## config.mk

```make
export PLATFORM = sky130hd
export DESIGN_NAME = crc_checked_update_frame_receiver
export DESIGN_NICKNAME = d
export VERILOG_FILES = /design/src/hdl/cufr_pkg.sv /design/src/hdl/cufr_front.sv /design/src/hdl/cufr_fifo.sv /design/src/hdl/cufr_back.sv /design/src/hdl/crc_checked_update_frame_receiver.sv
export VERILOG_INCLUDE_DIRS = /design/src /design/src/hdl
export SDC_FILE = /design/constraint.sdc
export NUM_CORES = 1
export LEC_CHECK = 0
export ABC_AREA = 1
export BUFFER_PORTS_ARGS = -buffer_cell sky130_fd_sc_hd__buf_2
export CAP_MARGIN = 20
export CORE_ASPECT_RATIO = 0.8
export CORE_MARGIN = 5
export CORE_UTILIZATION = 55
export CTS_CLUSTER_SIZE = 28
export DETAILED_ROUTE_END_ITERATION = 8
export GPL_ROUTABILITY_DRIVEN = 0
export GPL_TIMING_DRIVEN = 0
export PLACE_DENSITY = 0.8
export SLEW_MARGIN = 20
export SYNTH_ARGS = -nofsm -noshare
export SYNTH_HDL_FRONTEND = slang
export SYNTH_SLANG_ARGS = --single-unit
```

## constraint.sdc

```tcl
create_clock -name clk -period 4.5 [get_ports clk]
set_input_delay 0.45 -clock clk [delete_from_list [all_inputs] [get_ports clk]]
set_output_delay 0.45 -clock clk [all_outputs]
set_load 0.01 [all_outputs]
```

## src/hdl/crc_checked_update_frame_receiver_macros.svh

```systemverilog
// Assertion helpers used by the asserting module, cufr_back.
// Both expect clk and arst_n in scope.
`ifndef CRC_CHECKED_UPDATE_FRAME_RECEIVER_MACROS_SVH
`define CRC_CHECKED_UPDATE_FRAME_RECEIVER_MACROS_SVH

// Same-cycle implication.
`define CUFR_ASSERT_IMP(lbl, ante, cons, msg) \
	lbl: assert property (@(posedge clk) disable iff (!arst_n) (ante) |-> (cons)) \
		else $error(msg);

// Next-cycle implication.
`define CUFR_ASSERT_NXT(lbl, ante, cons, msg) \
	lbl: assert property (@(posedge clk) disable iff (!arst_n) (ante) |=> (cons)) \
		else $error(msg);

`endif

```

## src/hdl/cufr_pkg.sv

```systemverilog
package cufr_pkg;

	// Frame framing bytes
	localparam logic [7:0]  HDR1_BYTE = 8'h55;
	localparam logic [7:0]  HDR2_BYTE = 8'hAA;
	localparam logic [15:0] CRC_INIT  = 16'hFFFF;
	localparam logic [15:0] CRC_POLY  = 16'h1021;
	localparam logic [15:0] START_LEN = 16'd4;

	// Register indexes
	localparam logic [2:0] REG_START = 3'd0;
	localparam logic [2:0] REG_DATA  = 3'd1;
	localparam logic [2:0] REG_END   = 3'd2;
	localparam logic [2:0] REG_ABORT = 3'd3;
	localparam logic [2:0] REG_ACK   = 3'd4;
	localparam logic [2:0] REG_NAK   = 3'd5;

	// Register reset values
	localparam logic [7:0] RST_START = 8'd1;
	localparam logic [7:0] RST_DATA  = 8'd2;
	localparam logic [7:0] RST_END   = 8'd3;
	localparam logic [7:0] RST_ABORT = 8'd4;
	localparam logic [7:0] RST_ACK   = 8'd6;
	localparam logic [7:0] RST_NAK   = 8'd21;

	typedef enum logic [2:0] {
		PH_HDR1, PH_HDR2, PH_CMD, PH_LENH, PH_LENL, PH_DATA, PH_CRCH, PH_CRCL
	} phase_t;

	typedef enum logic [2:0] {
		ST_OK, ST_CRC, ST_LEN, ST_NOSESS, ST_CMD
	} status_t;

	typedef enum logic [2:0] {
		KIND_START, KIND_DATA, KIND_END, KIND_ABORT, KIND_OTHER
	} kind_t;

	typedef struct packed {
		logic [7:0] start_code;
		logic [7:0] data_code;
		logic [7:0] end_code;
		logic [7:0] abort_code;
		logic [7:0] ack_code;
		logic [7:0] nak_code;
	} cfg_t;

	// One parsed frame, handed from parser to verdict unit
	typedef struct packed {
		logic [7:0]  cmd;
		logic [15:0] len;
		logic        crc_ok;
		logic [31:0] size;
	} frame_t;

	typedef struct packed {
		logic [7:0]  reply;
		status_t     status;
		kind_t       kind;
		logic [10:0] plen;
		logic [31:0] offset;
		logic [31:0] stored_size;
		logic        open;
		logic        complete;
	} result_t;

	// CRC16-CCITT, MSB first, one byte
	function automatic logic [15:0] crc16_byte(input logic [15:0] crc, input logic [7:0] b);
		logic [15:0] c;
		c = crc ^ {b, 8'h00};
		for (int k = 0; k < 8; k++) begin
			c = c[15] ? ((c << 1) ^ CRC_POLY) : (c << 1);
		end
		return c;
	endfunction

endpackage

```

## src/hdl/cufr_front.sv

```systemverilog
module cufr_front #(
	parameter int MAX_PAYLOAD = 1024
) (
	input  logic              clk,
	input  logic              arst_n,
	input  logic              accept,
	input  logic [7:0]        rx_byte,
	output logic              frame_push,
	output cufr_pkg::frame_t  frame
);

	localparam int IW = $clog2(MAX_PAYLOAD + 1);

	cufr_pkg::phase_t phase_q, phase_d;
	logic [7:0]    cmd_q;
	logic [15:0]   len_q;
	logic [IW-1:0] idx_q;
	logic [15:0]   crc_q;
	logic [7:0]    rch_q;
	logic [31:0]   size_q;

	logic [15:0] len_full;
	logic [16:0] idx_inc;
	logic        data_last;

	assign len_full  = {len_q[15:8], rx_byte};
	assign idx_inc   = 17'(idx_q) + 17'd1;
	assign data_last = idx_inc >= {1'b0, len_q};

	// Phase register
	always_ff @(posedge clk or negedge arst_n) begin
		if (!arst_n) begin
			phase_q <= cufr_pkg::PH_HDR1;
		end else if (accept) begin
			phase_q <= phase_d;
		end
	end

	// Next phase and frame hand-off
	always_comb begin
		phase_d    = phase_q;
		frame_push = 1'b0;
		case (phase_q)
			cufr_pkg::PH_HDR1: if (rx_byte == cufr_pkg::HDR1_BYTE) phase_d = cufr_pkg::PH_HDR2;
			cufr_pkg::PH_HDR2: begin
				phase_d = (rx_byte == cufr_pkg::HDR2_BYTE) ? cufr_pkg::PH_CMD : cufr_pkg::PH_HDR1;
			end
			cufr_pkg::PH_CMD:  phase_d = cufr_pkg::PH_LENH;
			cufr_pkg::PH_LENH: phase_d = cufr_pkg::PH_LENL;
			cufr_pkg::PH_LENL: begin
				if (len_full == 16'd0) phase_d = cufr_pkg::PH_CRCH;
				else if ({1'b0, len_full} <= 17'(MAX_PAYLOAD)) phase_d = cufr_pkg::PH_DATA;
				else phase_d = cufr_pkg::PH_HDR1;
			end
			cufr_pkg::PH_DATA: if (data_last) phase_d = cufr_pkg::PH_CRCH;
			cufr_pkg::PH_CRCH: phase_d = cufr_pkg::PH_CRCL;
			cufr_pkg::PH_CRCL: begin
				phase_d    = cufr_pkg::PH_HDR1;
				frame_push = accept;
			end
			default: phase_d = cufr_pkg::PH_HDR1;
		endcase
	end

	// Field capture, running CRC, first payload word
	always_ff @(posedge clk) begin
		if (accept) begin
			case (phase_q)
				cufr_pkg::PH_CMD:  cmd_q <= rx_byte;
				cufr_pkg::PH_LENH: len_q <= {rx_byte, 8'h00};
				cufr_pkg::PH_LENL: begin
					len_q <= len_full;
					idx_q <= '0;
					crc_q <= cufr_pkg::CRC_INIT;
				end
				cufr_pkg::PH_DATA: begin
					if (idx_q < IW'(4)) size_q[{idx_q[1:0], 3'b000} +: 8] <= rx_byte;
					crc_q <= cufr_pkg::crc16_byte(crc_q, rx_byte);
					idx_q <= idx_inc[IW-1:0];
				end
				cufr_pkg::PH_CRCH: rch_q <= rx_byte;
				default: ;
			endcase
		end
	end

	assign frame.cmd    = cmd_q;
	assign frame.len    = len_q;
	assign frame.crc_ok = (crc_q == {rch_q, rx_byte});
	assign frame.size   = size_q;

endmodule

```

## src/hdl/cufr_fifo.sv

```systemverilog
module cufr_fifo (
	input  logic              clk,
	input  logic              arst_n,
	input  logic              push,
	input  cufr_pkg::frame_t  wdata,
	output logic              full,
	input  logic              pop,
	output logic              empty,
	output cufr_pkg::frame_t  rdata
);

	cufr_pkg::frame_t mem_q [2];
	logic       wr_ptr_q, rd_ptr_q;
	logic [1:0] count_q;

	assign full  = (count_q == 2'd2);
	assign empty = (count_q == 2'd0);
	assign rdata = mem_q[rd_ptr_q];

	// Pointers and fill level
	always_ff @(posedge clk or negedge arst_n) begin
		if (!arst_n) begin
			wr_ptr_q <= 1'b0;
			rd_ptr_q <= 1'b0;
			count_q  <= 2'd0;
		end else begin
			if (push && !full) wr_ptr_q <= ~wr_ptr_q;
			if (pop && !empty) rd_ptr_q <= ~rd_ptr_q;
			count_q <= count_q + 2'(push && !full) - 2'(pop && !empty);
		end
	end

	always_ff @(posedge clk) begin
		if (push && !full) mem_q[wr_ptr_q] <= wdata;
	end

endmodule

```

## src/hdl/cufr_back.sv

```systemverilog
`include "crc_checked_update_frame_receiver_macros.svh"

module cufr_back (
	input  logic              clk,
	input  logic              arst_n,
	input  cufr_pkg::cfg_t    cfg,
	input  logic              frame_valid,
	input  cufr_pkg::frame_t  frame,
	output logic              frame_take,
	output logic              res_valid,
	input  logic              res_pop,
	output cufr_pkg::result_t res
);

	logic        open_q, comp_q;
	logic [31:0] bw_q, img_q;
	logic        out_v_q;
	cufr_pkg::result_t res_q;

	cufr_pkg::kind_t   kind;
	cufr_pkg::status_t status;
	logic        open_n, comp_n;
	logic [31:0] bw_n, img_n, offset;
	cufr_pkg::result_t res_n;

	assign frame_take = frame_valid && (!out_v_q || res_pop);
	assign res_valid  = out_v_q;
	assign res        = res_q;

	// Verdict and session update
	always_comb begin
		if (frame.cmd == cfg.start_code) kind = cufr_pkg::KIND_START;
		else if (frame.cmd == cfg.data_code) kind = cufr_pkg::KIND_DATA;
		else if (frame.cmd == cfg.end_code) kind = cufr_pkg::KIND_END;
		else if (frame.cmd == cfg.abort_code) kind = cufr_pkg::KIND_ABORT;
		else kind = cufr_pkg::KIND_OTHER;

		status = cufr_pkg::ST_OK;
		open_n = open_q;
		comp_n = comp_q;
		bw_n   = bw_q;
		img_n  = img_q;
		if (!frame.crc_ok) begin
			status = cufr_pkg::ST_CRC;
		end else begin
			case (kind)
				cufr_pkg::KIND_START: begin
					if (frame.len != cufr_pkg::START_LEN) begin
						status = cufr_pkg::ST_LEN;
					end else begin
						img_n  = frame.size;
						open_n = 1'b1;
						comp_n = 1'b0;
						bw_n   = '0;
					end
				end
				cufr_pkg::KIND_DATA: begin
					if (!open_q) status = cufr_pkg::ST_NOSESS;
					else bw_n = bw_q + 32'(frame.len);
				end
				cufr_pkg::KIND_END: begin
					if (!open_q) begin
						status = cufr_pkg::ST_NOSESS;
					end else begin
						comp_n = 1'b1;
						open_n = 1'b0;
					end
				end
				cufr_pkg::KIND_ABORT: begin
					open_n = 1'b0;
					comp_n = 1'b0;
					bw_n   = '0;
					img_n  = '0;
				end
				default: status = cufr_pkg::ST_CMD;
			endcase
		end

		// accepted data reports the offset before it advances
		offset = (kind == cufr_pkg::KIND_DATA && status == cufr_pkg::ST_OK) ? bw_q : bw_n;

		res_n.reply       = (status == cufr_pkg::ST_OK) ? cfg.ack_code : cfg.nak_code;
		res_n.status      = status;
		res_n.kind        = kind;
		res_n.plen        = frame.len[10:0];
		res_n.offset      = offset;
		res_n.stored_size = img_n;
		res_n.open        = open_n;
		res_n.complete    = comp_n;
	end

	// Session state and result register
	always_ff @(posedge clk or negedge arst_n) begin
		if (!arst_n) begin
			open_q  <= 1'b0;
			comp_q  <= 1'b0;
			bw_q    <= '0;
			img_q   <= '0;
			out_v_q <= 1'b0;
		end else begin
			if (frame_take) begin
				open_q  <= open_n;
				comp_q  <= comp_n;
				bw_q    <= bw_n;
				img_q   <= img_n;
				out_v_q <= 1'b1;
			end else if (res_pop) begin
				out_v_q <= 1'b0;
			end
		end
	end

	always_ff @(posedge clk) begin
		if (frame_take) res_q <= res_n;
	end

	`CUFR_ASSERT_IMP(a_open_xor_comp, 1'b1, !(open_q && comp_q), "session open and complete")
	`CUFR_ASSERT_NXT(a_take_shows, frame_take, out_v_q, "taken frame gave no result")
	`CUFR_ASSERT_IMP(a_ok_is_ack, out_v_q && res_q.status == cufr_pkg::ST_OK,
		res_q.reply == cfg.ack_code, "ok verdict without ack")
	`CUFR_ASSERT_IMP(a_start_offset, out_v_q && res_q.status == cufr_pkg::ST_OK &&
		res_q.kind == cufr_pkg::KIND_START, res_q.offset == 32'd0 && res_q.open,
		"accepted start left offset or session wrong")

endmodule

```

## src/hdl/crc_checked_update_frame_receiver.sv

```systemverilog
// Update-frame receiver: takes one received byte per cycle, finds frames of
// 55 AA, command, length (big-endian), payload, CRC16-CCITT (big-endian), and
// gives one verdict item per complete frame; the item passes through the frame
// queue and then the verdict unit's result register before it can be popped.
// The parser accepts a byte every
// cycle; it only holds off (full high) while two parsed frames wait in the
// queue in front of the verdict unit because the result has not been popped.
// Frames longer than MAX_PAYLOAD are dropped silently. Command and reply codes must
// be written through the cfg port only while no frame is in flight; the block does not enforce this.
module crc_checked_update_frame_receiver #(
	parameter int MAX_PAYLOAD = 1024
) (
	input  logic        clk,
	input  logic        arst_n,
	input  logic        push,
	output logic        full,
	input  logic [7:0]  rx_byte,
	output logic        empty,
	input  logic        pop,
	output logic [7:0]  reply_byte,
	output logic [2:0]  frame_status,
	output logic [2:0]  frame_kind,
	output logic [10:0] payload_length,
	output logic [31:0] write_offset,
	output logic [31:0] stored_size,
	output logic        session_open,
	output logic        session_complete,
	input  logic        cfg_write,
	input  logic [2:0]  cfg_index,
	input  logic [7:0]  cfg_data
);

	cufr_pkg::cfg_t    cfg_q;
	cufr_pkg::frame_t  fr_in, fr_head;
	cufr_pkg::result_t res;
	logic q_push, q_empty, q_take, res_valid;

	// Configuration registers
	always_ff @(posedge clk or negedge arst_n) begin
		if (!arst_n) begin
			cfg_q.start_code <= cufr_pkg::RST_START;
			cfg_q.data_code  <= cufr_pkg::RST_DATA;
			cfg_q.end_code   <= cufr_pkg::RST_END;
			cfg_q.abort_code <= cufr_pkg::RST_ABORT;
			cfg_q.ack_code   <= cufr_pkg::RST_ACK;
			cfg_q.nak_code   <= cufr_pkg::RST_NAK;
		end else if (cfg_write) begin
			case (cfg_index)
				cufr_pkg::REG_START: cfg_q.start_code <= cfg_data;
				cufr_pkg::REG_DATA:  cfg_q.data_code  <= cfg_data;
				cufr_pkg::REG_END:   cfg_q.end_code   <= cfg_data;
				cufr_pkg::REG_ABORT: cfg_q.abort_code <= cfg_data;
				cufr_pkg::REG_ACK:   cfg_q.ack_code   <= cfg_data;
				cufr_pkg::REG_NAK:   cfg_q.nak_code   <= cfg_data;
				default: ;
			endcase
		end
	end

	cufr_front #(.MAX_PAYLOAD(MAX_PAYLOAD)) u_front (
		.clk        (clk),
		.arst_n     (arst_n),
		.accept     (push && !full),
		.rx_byte    (rx_byte),
		.frame_push (q_push),
		.frame      (fr_in)
	);

	cufr_fifo u_fifo (
		.clk    (clk),
		.arst_n (arst_n),
		.push   (q_push),
		.wdata  (fr_in),
		.full   (full),
		.pop    (q_take),
		.empty  (q_empty),
		.rdata  (fr_head)
	);

	cufr_back u_back (
		.clk         (clk),
		.arst_n      (arst_n),
		.cfg         (cfg_q),
		.frame_valid (!q_empty),
		.frame       (fr_head),
		.frame_take  (q_take),
		.res_valid   (res_valid),
		.res_pop     (pop),
		.res         (res)
	);

	assign empty            = !res_valid;
	assign reply_byte       = res.reply;
	assign frame_status     = res.status;
	assign frame_kind       = res.kind;
	assign payload_length   = res.plen;
	assign write_offset     = res.offset;
	assign stored_size      = res.stored_size;
	assign session_open     = res.open;
	assign session_complete = res.complete;

endmodule

```

==> results.ini, run 1 <==
[global_routing]
initial_antenna_violation_count=1
global_route_wire_length_before_repair_mm=82.88
first_global_vias=15980
grt_max_degree=76
overall_global_routing_resource_usage_pct=25.04
gr-total-overflow=0

[drt]
detail_route.drc_violations=0
antenna_violating_nets_post_route=0
met3_length_mm=5.279
wl_met1_mm=19.95
drt-vias-per-instance=5.589
number_of_detailed_route_iterations_in_the_first_pass=6
vias=16290
routed_wl_mm=51.46
top_layer_used=met4
detailroute.wirelength.met2_mm=24.21
wl_per_cell_um=17.65
first_iter_violations=1812

[power_and_ir_drop]
power_density_mw_per_mm2=524.7
irDropWorstVdd_mv=0.3544
report.power.total_mw=12.17
swShare_pct=35.05
power.clock.fraction_pct=28.1
total_switching_power_mw=4.267
share_seq_of_total_power_pct=42.5
share_comb_of_total_power_pct=29.4
power.internal_mw=7.907
total_leakage_power_nw=10.20

[worst_setup_path]
timing_worst_setup_path_type=reg -> reg
cp_data_arrival_time_ns=4.04
worst_setup_path_start_kind=flop
required_ns=4.91
worstPathMaxFanout=8
cp-end-kind=flop

[cts]
cts_made_buffers=41
post-cts-setup-buffer-count=0
clk_pin_slew_ns=0.06
clk-insertion-delay-late_ns=0.57
cts_buffer_depth=3
cts.repair.resized=0
cts-root-buf=sky130_fd_sc_hd__clkbuf_16
clock_sink_count=418
tritoncts=built
cts-htree-levels=2

[place]
number_of_buffers_inserted_by_port_buffering=116
preCtsSetupSlack_ns=1.007
placed_cells=2838
placed_cell_area_mm2=0.02184
detailed_place_hpwl_mm=36.94

[run]
maxCapViolCount=0

[synthesis]
synth.yosys.seq_area_share_pct=58.51
synth_compound_gate_area_share_pct=5.205
synthMuxAreaShare_pct=0.04899
postSynthCellCount=2228
synth.distinct_cells=51
synth-async-reset-ratio_pct=29.19
yosys_most_used_dff=sky130_fd_sc_hd__edfxtp_1
syn_area_per_cell_um2=9.170
netlist.top_cell.by_area=sky130_fd_sc_hd__edfxtp_1
post_synth_and_or_nand_nor_area_fraction_pct=25.70
synth_fp_nets=2289
synth.yosys.warnings=0
synth.area.top_cells=sky130_fd_sc_hd__edfxtp_1, sky130_fd_sc_hd__nand2_1, sky130_fd_sc_hd__dfrtp_1
synth_seq_cells=418
synth-edff-count=296
synthesized_area_fraction_occupied_by_adder_cells_pct=2.303
synth.top_cell.area_share_pct=43.51
synth_area_mm2=0.02043
synthXorXnorAreaFrac_pct=1.543
synth_top_family_by_area=simple AND/OR/NAND/NOR gates

[sta]
setup_viol=0
post-route-min-period_ns=3.636
hold_violations=0
final.period_utilization_pct=80.80
final.setup_skew_ns=0.01672
final_max_slew_viol_count=0
slew-limit-headroom_pct=25.84
rsz0062_at_grt=false
max_freq_mhz=275.0
tns_ns=0
slack_of_the_critical_path_ns=0.8639
worstMarginPinSlew_ns=1.112

[die]
core_area_mm2=0.03689
die_x_um=225.5
dieHeight_um=182.4
top_level_ports=117
starting_density_pct=55.38
overall_die_area_mm2=0.04113
rows=63

[status]
run_status=complete, no violations

[layout]
antenna-diode-count=0
finish.cell_count_without_fillers=2915
post_route_cells_drive_above_1_share_pct=12.60
design_area_mm2=0.02320
num-nets-final=2456
syn_to_final_growth_pct=13.56

[worst_hold_path]
hold_path_class=in -> reg

## per-stage QoR
| stage | hold WS, ns | util [%] |
|---|---|---|
| floorplan | 0.1544 | - |
| global placement | 0.4252 | 58.61 |
| detailed placement | 0.3891 | 59.21 |
| CTS | 0.06355 | 62.89 |
| global route | 0.07361 | 62.89 |
| finish | 0.08156 | 62.89 |
## layer usage
layer  up-vias  GRT usage [%]
met5         -              0
met4         0          9.414
met3       153          5.098
met2       888          41.19
met1      7613          33.17
li1       7637              -
## timing repair
action / in CTS / in global routing
hold buffers: 1 / 0
setup endpoints to repair: 0 / 0
hold endpoints to repair: 47 / 0
## worst max-delay path, cell delays in order (launching register included)
cell,delay [ns]
sky130_fd_sc_hd__edfxtp_1,0.52
sky130_fd_sc_hd__ha_1,0.23
sky130_fd_sc_hd__nand2_1,0.09
sky130_fd_sc_hd__nor2_1,0.09
sky130_fd_sc_hd__inv_1,0.07
sky130_fd_sc_hd__nor2_1,0.18
sky130_fd_sc_hd__inv_1,0.10
sky130_fd_sc_hd__nor2_1,0.14
sky130_fd_sc_hd__inv_1,0.08
sky130_fd_sc_hd__nor2_1,0.17
sky130_fd_sc_hd__xor2_1,0.33
sky130_fd_sc_hd__ha_1,0.34
sky130_fd_sc_hd__nand2_1,0.10
sky130_fd_sc_hd__nor2_1,0.06
sky130_fd_sc_hd__nand2_1,0.06
sky130_fd_sc_hd__o211ai_1,0.08
sky130_fd_sc_hd__nand2_1,0.07
sky130_fd_sc_hd__nand4_1,0.15
sky130_fd_sc_hd__o21ai_0,0.45
sky130_fd_sc_hd__o21ai_0,0.17
## final cells by class
type	count	area, um^2
multi-input cells	1485	7137
flip-flops and latches	418	11950
repair buffers	124	778.2
clock buffers	58	1161
inverters	255	962.2
fillers	2891	13690
clock inverters	18	188.9
plain buffers	70	410.4
well taps	487	609.3
## kinds of logic after synthesis
kind of cell	count (synthesis)
and+or+nand+nor	1211
xor gates and xnor gates	36
DFF	418
AOI/OAI and AO/OA	200
muxes	1
adders and majority gates	37
buffers and inverters	325
## state kept, by name, summed over array words and instances (netlist names)
signal            cells
u_fifo.mem_q        114
u_back.res           91
cfg_q                48
u_back.bw_q          32
u_back.img_q         32
u_front.size_q       32
u_front.crc_q        16
u_front.len_q        16
u_front.idx_q        11
u_front.cmd_q         8
u_front.rch_q         8
u_front.phase_q       3
u_fifo.count_q        2
u_back.comp_q         1
u_back.open_q         1
u_back.res_valid      1
u_fifo.rd_ptr_q       1
u_fifo.wr_ptr_q       1
## path summary, 6_finish.rpt
path | start | end | slack [ns] | depth (start not counted)
hold / removal | pop | u_back.res_valid | 0.08 | 2
setup reg to reg | u_front.idx_q[0] | u_front.phase_q[0] | 0.86 | 19
max in group asynchronous | arst_n | cfg_q[18] | 3.34 | 3
hold reg to reg | u_front.size_q[19] | u_fifo.mem_q[0][19] | 0.45 | 0
min in group asynchronous | arst_n | u_back.bw_q[26] | 0.40 | 2
setup / recovery | u_front.idx_q[0] | u_front.phase_q[0] | 0.86 | 19
## power by group through the flow
stage / combinational (mW) / clock (mW) / sequential (mW)
global route: 3.96 / 3.61 / 5.23
CTS: 3.55 / 3.45 / 5.17
global placement: 3.37 / 0 / 5.24
finish: 3.58 / 3.42 / 5.18
floorplan: 2.09 / 0 / 5.39
detailed placement: 3.53 / 0 / 5.24
## cell usage after synthesis, types with 11 or more instances
library cell / count
sky130_fd_sc_hd__buf_2: 16
sky130_fd_sc_hd__nand3b_1: 14
sky130_fd_sc_hd__and2_1: 15
sky130_fd_sc_hd__o21ai_1: 35
sky130_fd_sc_hd__buf_6: 11
sky130_fd_sc_hd__clkbuf_1: 37
sky130_fd_sc_hd__o21ai_0: 118
sky130_fd_sc_hd__xnor2_1: 26
sky130_fd_sc_hd__ha_1: 36
sky130_fd_sc_hd__nor2_1: 131
sky130_fd_sc_hd__nor3_1: 30
sky130_fd_sc_hd__edfxtp_1: 296
sky130_fd_sc_hd__inv_1: 244
sky130_fd_sc_hd__nand2_2: 38
sky130_fd_sc_hd__nand4_1: 56
sky130_fd_sc_hd__nand2_1: 763
sky130_fd_sc_hd__a21oi_1: 25
sky130_fd_sc_hd__dfrtp_1: 112
sky130_fd_sc_hd__nand3_1: 129
## placed cells by master, fill, tap and decap left out, types with 7 or more instances in the layout
cell type	instances
sky130_fd_sc_hd__nand2_2	38
sky130_fd_sc_hd__o21ai_1	35
sky130_fd_sc_hd__and2_1	15
sky130_fd_sc_hd__nor3_1	30
sky130_fd_sc_hd__buf_6	12
sky130_fd_sc_hd__nand2_1	763
sky130_fd_sc_hd__clkbuf_1	48
sky130_fd_sc_hd__clkinv_1	9
sky130_fd_sc_hd__dfstp_2	10
sky130_fd_sc_hd__buf_2	130
sky130_fd_sc_hd__nand3_1	129
sky130_fd_sc_hd__nor2_1	129
sky130_fd_sc_hd__a21oi_1	24
sky130_fd_sc_hd__inv_2	7
sky130_fd_sc_hd__nand4_1	56
sky130_fd_sc_hd__xor2_1	10
sky130_fd_sc_hd__nor2_4	7
sky130_fd_sc_hd__inv_1	244
sky130_fd_sc_hd__dfrtp_1	112
sky130_fd_sc_hd__clkbuf_16	42
sky130_fd_sc_hd__or2_2	10
sky130_fd_sc_hd__nand3b_1	14
sky130_fd_sc_hd__ha_1	36
sky130_fd_sc_hd__edfxtp_1	296
sky130_fd_sc_hd__xnor2_1	26
sky130_fd_sc_hd__o21ai_0	118
Power figures use the tool's default switching activity.
==> inputs of run 2 (changes only) <==
PLACE_DENSITY = 0.83   (was 0.8)
clock period = 3.15 ns   (was 4.5 ns; I/O delays follow)
==> run 2 against run 1 <==
Against the previous run:
- the run now ends with setup timing left
- critical path depth unchanged
- wire length increased by 5.9%
- sequential share of layout area decreased by 1.4 points
==> results.ini, run 2 (same netlist as run 1, synthesis figures left out) <==
[status]
run_status=finished, violations left  ; was complete, no violations
violations=setup timing

[die]
top_level_ports=117  ; unchanged
rows=63  ; unchanged
starting_density_pct=55.38  ; unchanged
dieHeight_um=182.4  ; unchanged
core_area_mm2=0.03689  ; unchanged
overall_die_area_mm2=0.04113  ; unchanged
die_x_um=225.5  ; unchanged

[cts]
cts_buffer_depth=3  ; unchanged
tritoncts=built  ; unchanged
clk-insertion-delay-late_ns=0.57  ; about the same
cts-htree-levels=2  ; unchanged
cts-root-buf=sky130_fd_sc_hd__clkbuf_16  ; unchanged
clk_pin_slew_ns=0.07  ; was 0.06 ns
clock_sink_count=418  ; unchanged
cts_made_buffers=43  ; was 41

[drt]
drt-vias-per-instance=5.752  ; was 5.589
routed_wl_mm=54.48  ; was 51.46 mm
wl_per_cell_um=18.57  ; was 17.65 um
vias=16880  ; was 16290
detail_route.drc_violations=0  ; unchanged
first_iter_violations=1998  ; was 1812
antenna_violating_nets_post_route=0  ; unchanged
number_of_detailed_route_iterations_in_the_first_pass=8  ; was 6

[global_routing]
gr-total-overflow=0  ; unchanged
global_route_wire_length_before_repair_mm=84.32  ; was 82.88 mm
grt_max_degree=73  ; was 76
initial_antenna_violation_count=0  ; was 1
overall_global_routing_resource_usage_pct=25.50  ; was 25.04%
first_global_vias=16140  ; was 15980

[worst_hold_path]
worstHoldEndpoint=u_front.rch_q[2]  ; was u_back.res_valid
hold_path_startpoint=rx_byte[2]  ; was pop
timing.hold.worst_path_depth=1  ; was 2
hold_path_class=in -> reg  ; unchanged

[worst_setup_path]
cpPeakStageDelay_ns=0.44  ; was 0.52 ns
worstPathMaxFanout=5  ; was 8
crit_path_cell_trace=ha_2 > nand2_2 > nor2_2 > inv_2 > nor2_4 > inv_2 > nor2_2 > inv_2 > nor2_4 > nand3_2 > xor2_2 > ha_1 > a21oi_1 > o21ai_1 > nand2_1 > nand4_1 > o21ai_2 > nand2_1 > o21ai_1  ; was ha_1 > nand2_1 > nor2_1 > inv_1 > nor2_1 > inv_1 > nor2_1 > inv_1 > nor2_1 > xor2_1 > ha_1 > nand2_1 > nor2_1 > nand2_1 > o211ai_1 > nand2_1 > nand4_1 > o21ai_0 > o21ai_0
worst_setup_path_start_kind=flop  ; unchanged
critPathMostFrequentCell=sky130_fd_sc_hd__inv_2  ; was sky130_fd_sc_hd__nor2_1
reg2reg_slack_ns=-0.02  ; was 0.86 ns
timing.rr.end=u_front.phase_q[1]  ; was u_front.phase_q[0]
cp_slowest_cell=sky130_fd_sc_hd__edfxtp_1  ; unchanged
cp.buffers_inverters=3  ; unchanged
crit-reg2reg-launch=u_front.idx_q[0]  ; unchanged
cp_data_arrival_time_ns=3.66  ; was 4.04 ns
cp-end-kind=flop  ; unchanged
family_with_the_most_delay_on_the_worst_path=simple AND/OR/NAND/NOR gates  ; unchanged
required_ns=3.64  ; was 4.91 ns
timing_worst_setup_path_type=reg -> reg  ; unchanged
count_of_cells_along_the_worst_register_to_register_path=19  ; unchanged

[layout]
mostFrequentLayoutCell=sky130_fd_sc_hd__nand2_1  ; unchanged
post_route_cells_drive_above_1_share_pct=15.77  ; was 12.60%
syn_to_final_growth_pct=16.64  ; was 13.56%
multi_input_area_mm2=0.007453  ; was 0.007137 mm^2
layout_common_cells=sky130_fd_sc_hd__nand2_1, sky130_fd_sc_hd__edfxtp_1, sky130_fd_sc_hd__inv_1  ; unchanged
filler_cells_inserted=2723  ; was 2891
antenna-diode-count=0  ; unchanged
top_register=u_fifo.mem_q  ; unchanged
final_core_area_utilization_pct=64.60  ; was 62.89%
finish.cell_count_without_fillers=2934  ; was 2915
num-nets-final=2473  ; was 2456
number_of_flip_flops_in_the_largest_register=114  ; unchanged
regArea_mm2=0.01195  ; unchanged

[sta]
final.period_utilization_pct=100.6  ; was 80.80%
hold_violations=0  ; unchanged
slack_of_the_critical_path_ns=-0.01976  ; was 0.8639 ns
slew-limit-headroom_pct=24.12  ; was 25.84%
worstMarginPinSlew_ns=1.130  ; was 1.112 ns
setup_viol=2  ; was 0
post-route-min-period_ns=3.170  ; was 3.636 ns
final.setup_skew_ns=0.02224  ; was 0.01672 ns
max_freq_mhz=315.5  ; was 275.0 MHz
final_max_slew_viol_count=0  ; unchanged
rsz0062_at_grt=true  ; was false

[run]
maxCapViolCount=0  ; unchanged

[place]
placed_cells=2838  ; unchanged
detailed_place_hpwl_mm=36.96  ; was 36.94 mm
number_of_buffers_inserted_by_port_buffering=116  ; unchanged

[power_and_ir_drop]
irDropWorstVdd_mv=0.5214  ; was 0.3544 mV
power_density_mw_per_mm2=766.7  ; was 524.7 mW/mm^2
total_leakage_power_nw=10.43  ; was 10.20 nW

[run 2: cell types whose count changed in the layout (fill, tap and decap cells not counted), moves of 8 or more]
cell                      before  now
sky130_fd_sc_hd__ha_1         36   24
sky130_fd_sc_hd__buf_4         3   14
sky130_fd_sc_hd__ha_4          0   10
sky130_fd_sc_hd__nor2_1      129  120
sky130_fd_sc_hd__o21ai_0     118  110
sky130_fd_sc_hd__o21ai_2       4   12
[run 2: worst max-delay path by stage]
stage,startpoint,to,slack [ns],cells past startpoint
6_report,u_front.idx_q[0],u_front.phase_q[1],-0.02,19
5_1_grt,u_front.idx_q[0],u_front.phase_q[1],-0.18,15
4_1_cts,u_fifo.rd_ptr_q,u_back.res[62],0.02,20
3_5_place_dp,u_fifo.rd_ptr_q,u_back.res[62],-0.31,20
3_3_place_gp,u_back.res_valid,u_fifo.count_q[1],-0.96,9
2_1_floorplan,u_back.res_valid,u_fifo.count_q[1],0.04,9
[run 2: through the flow]
step | power [mW] | instance area [um^2] | TNS, ns | setup WS, ns | hold slack [ns]
4_1_cts | 17.99 | 23470 | 0 | 0.01949 | 0.1140
3_5_place_dp | 12.51 | 21850 | -1.892 | -0.3084 | 0.3167
5_1_grt | 19.14 | 23830 | -0.6607 | -0.1796 | 0.1184
2_1_floorplan | 10.69 | 20440 | 0 | 0.04344 | 0.01941
3_3_place_gp | 12.27 | 21630 | -145.43 | -0.9637 | 0.4226
6_report | 18.27 | 23830 | -0.03307 | -0.01976 | 0.1296
[run 2: metal layers]
layer,global-route usage (%),share of wire [%],vias up
met2,41.07,47,980
met1,33.59,38,7995
li1,-,-,7688
met5,0,0,-
met4,10.62,4.6,0
met3,5.934,10,214
[run 2: worst register-to-register path: cells and delay by family, from the launching register on]
kind | cells | cell delay [ns]
AND/OR/NAND/NOR | 9 | 1.07
AO/OA/AOI/OAI | 4 | 0.62
adder cells (fa/ha/maj) | 2 | 0.57
flip-flops | 1 | 0.44
buffers and inverters | 3 | 0.21
XOR/XNOR | 1 | 0.17
[run 2: report_power, final]
part	total, mW	switching (mW)	internal, mW
clock network	5.50	2.27	3.23
logic	5.37	3.69	1.67
registers	7.40	0.438	6.97
[run 2: timing repair]
action | in CTS | in global routing
setup buffers | 3 | 9
pin swaps | 1 | 16
resized for setup | 11 | 62
hold buffers | 4 | 0
endpoints found under the setup margin | 15 | 46
endpoints found under the hold margin | 55 | 0
[run 2: area by class of cell]
class	instances	share of cell area (%)
clock buffer	56	5.198
sequential	418	50.16
multi-input combinational	1485	31.28
clock inverter	24	1.213
tap	487	2.557
timing repair buffer	139	3.817
buffer	70	1.738
inverter	255	4.038
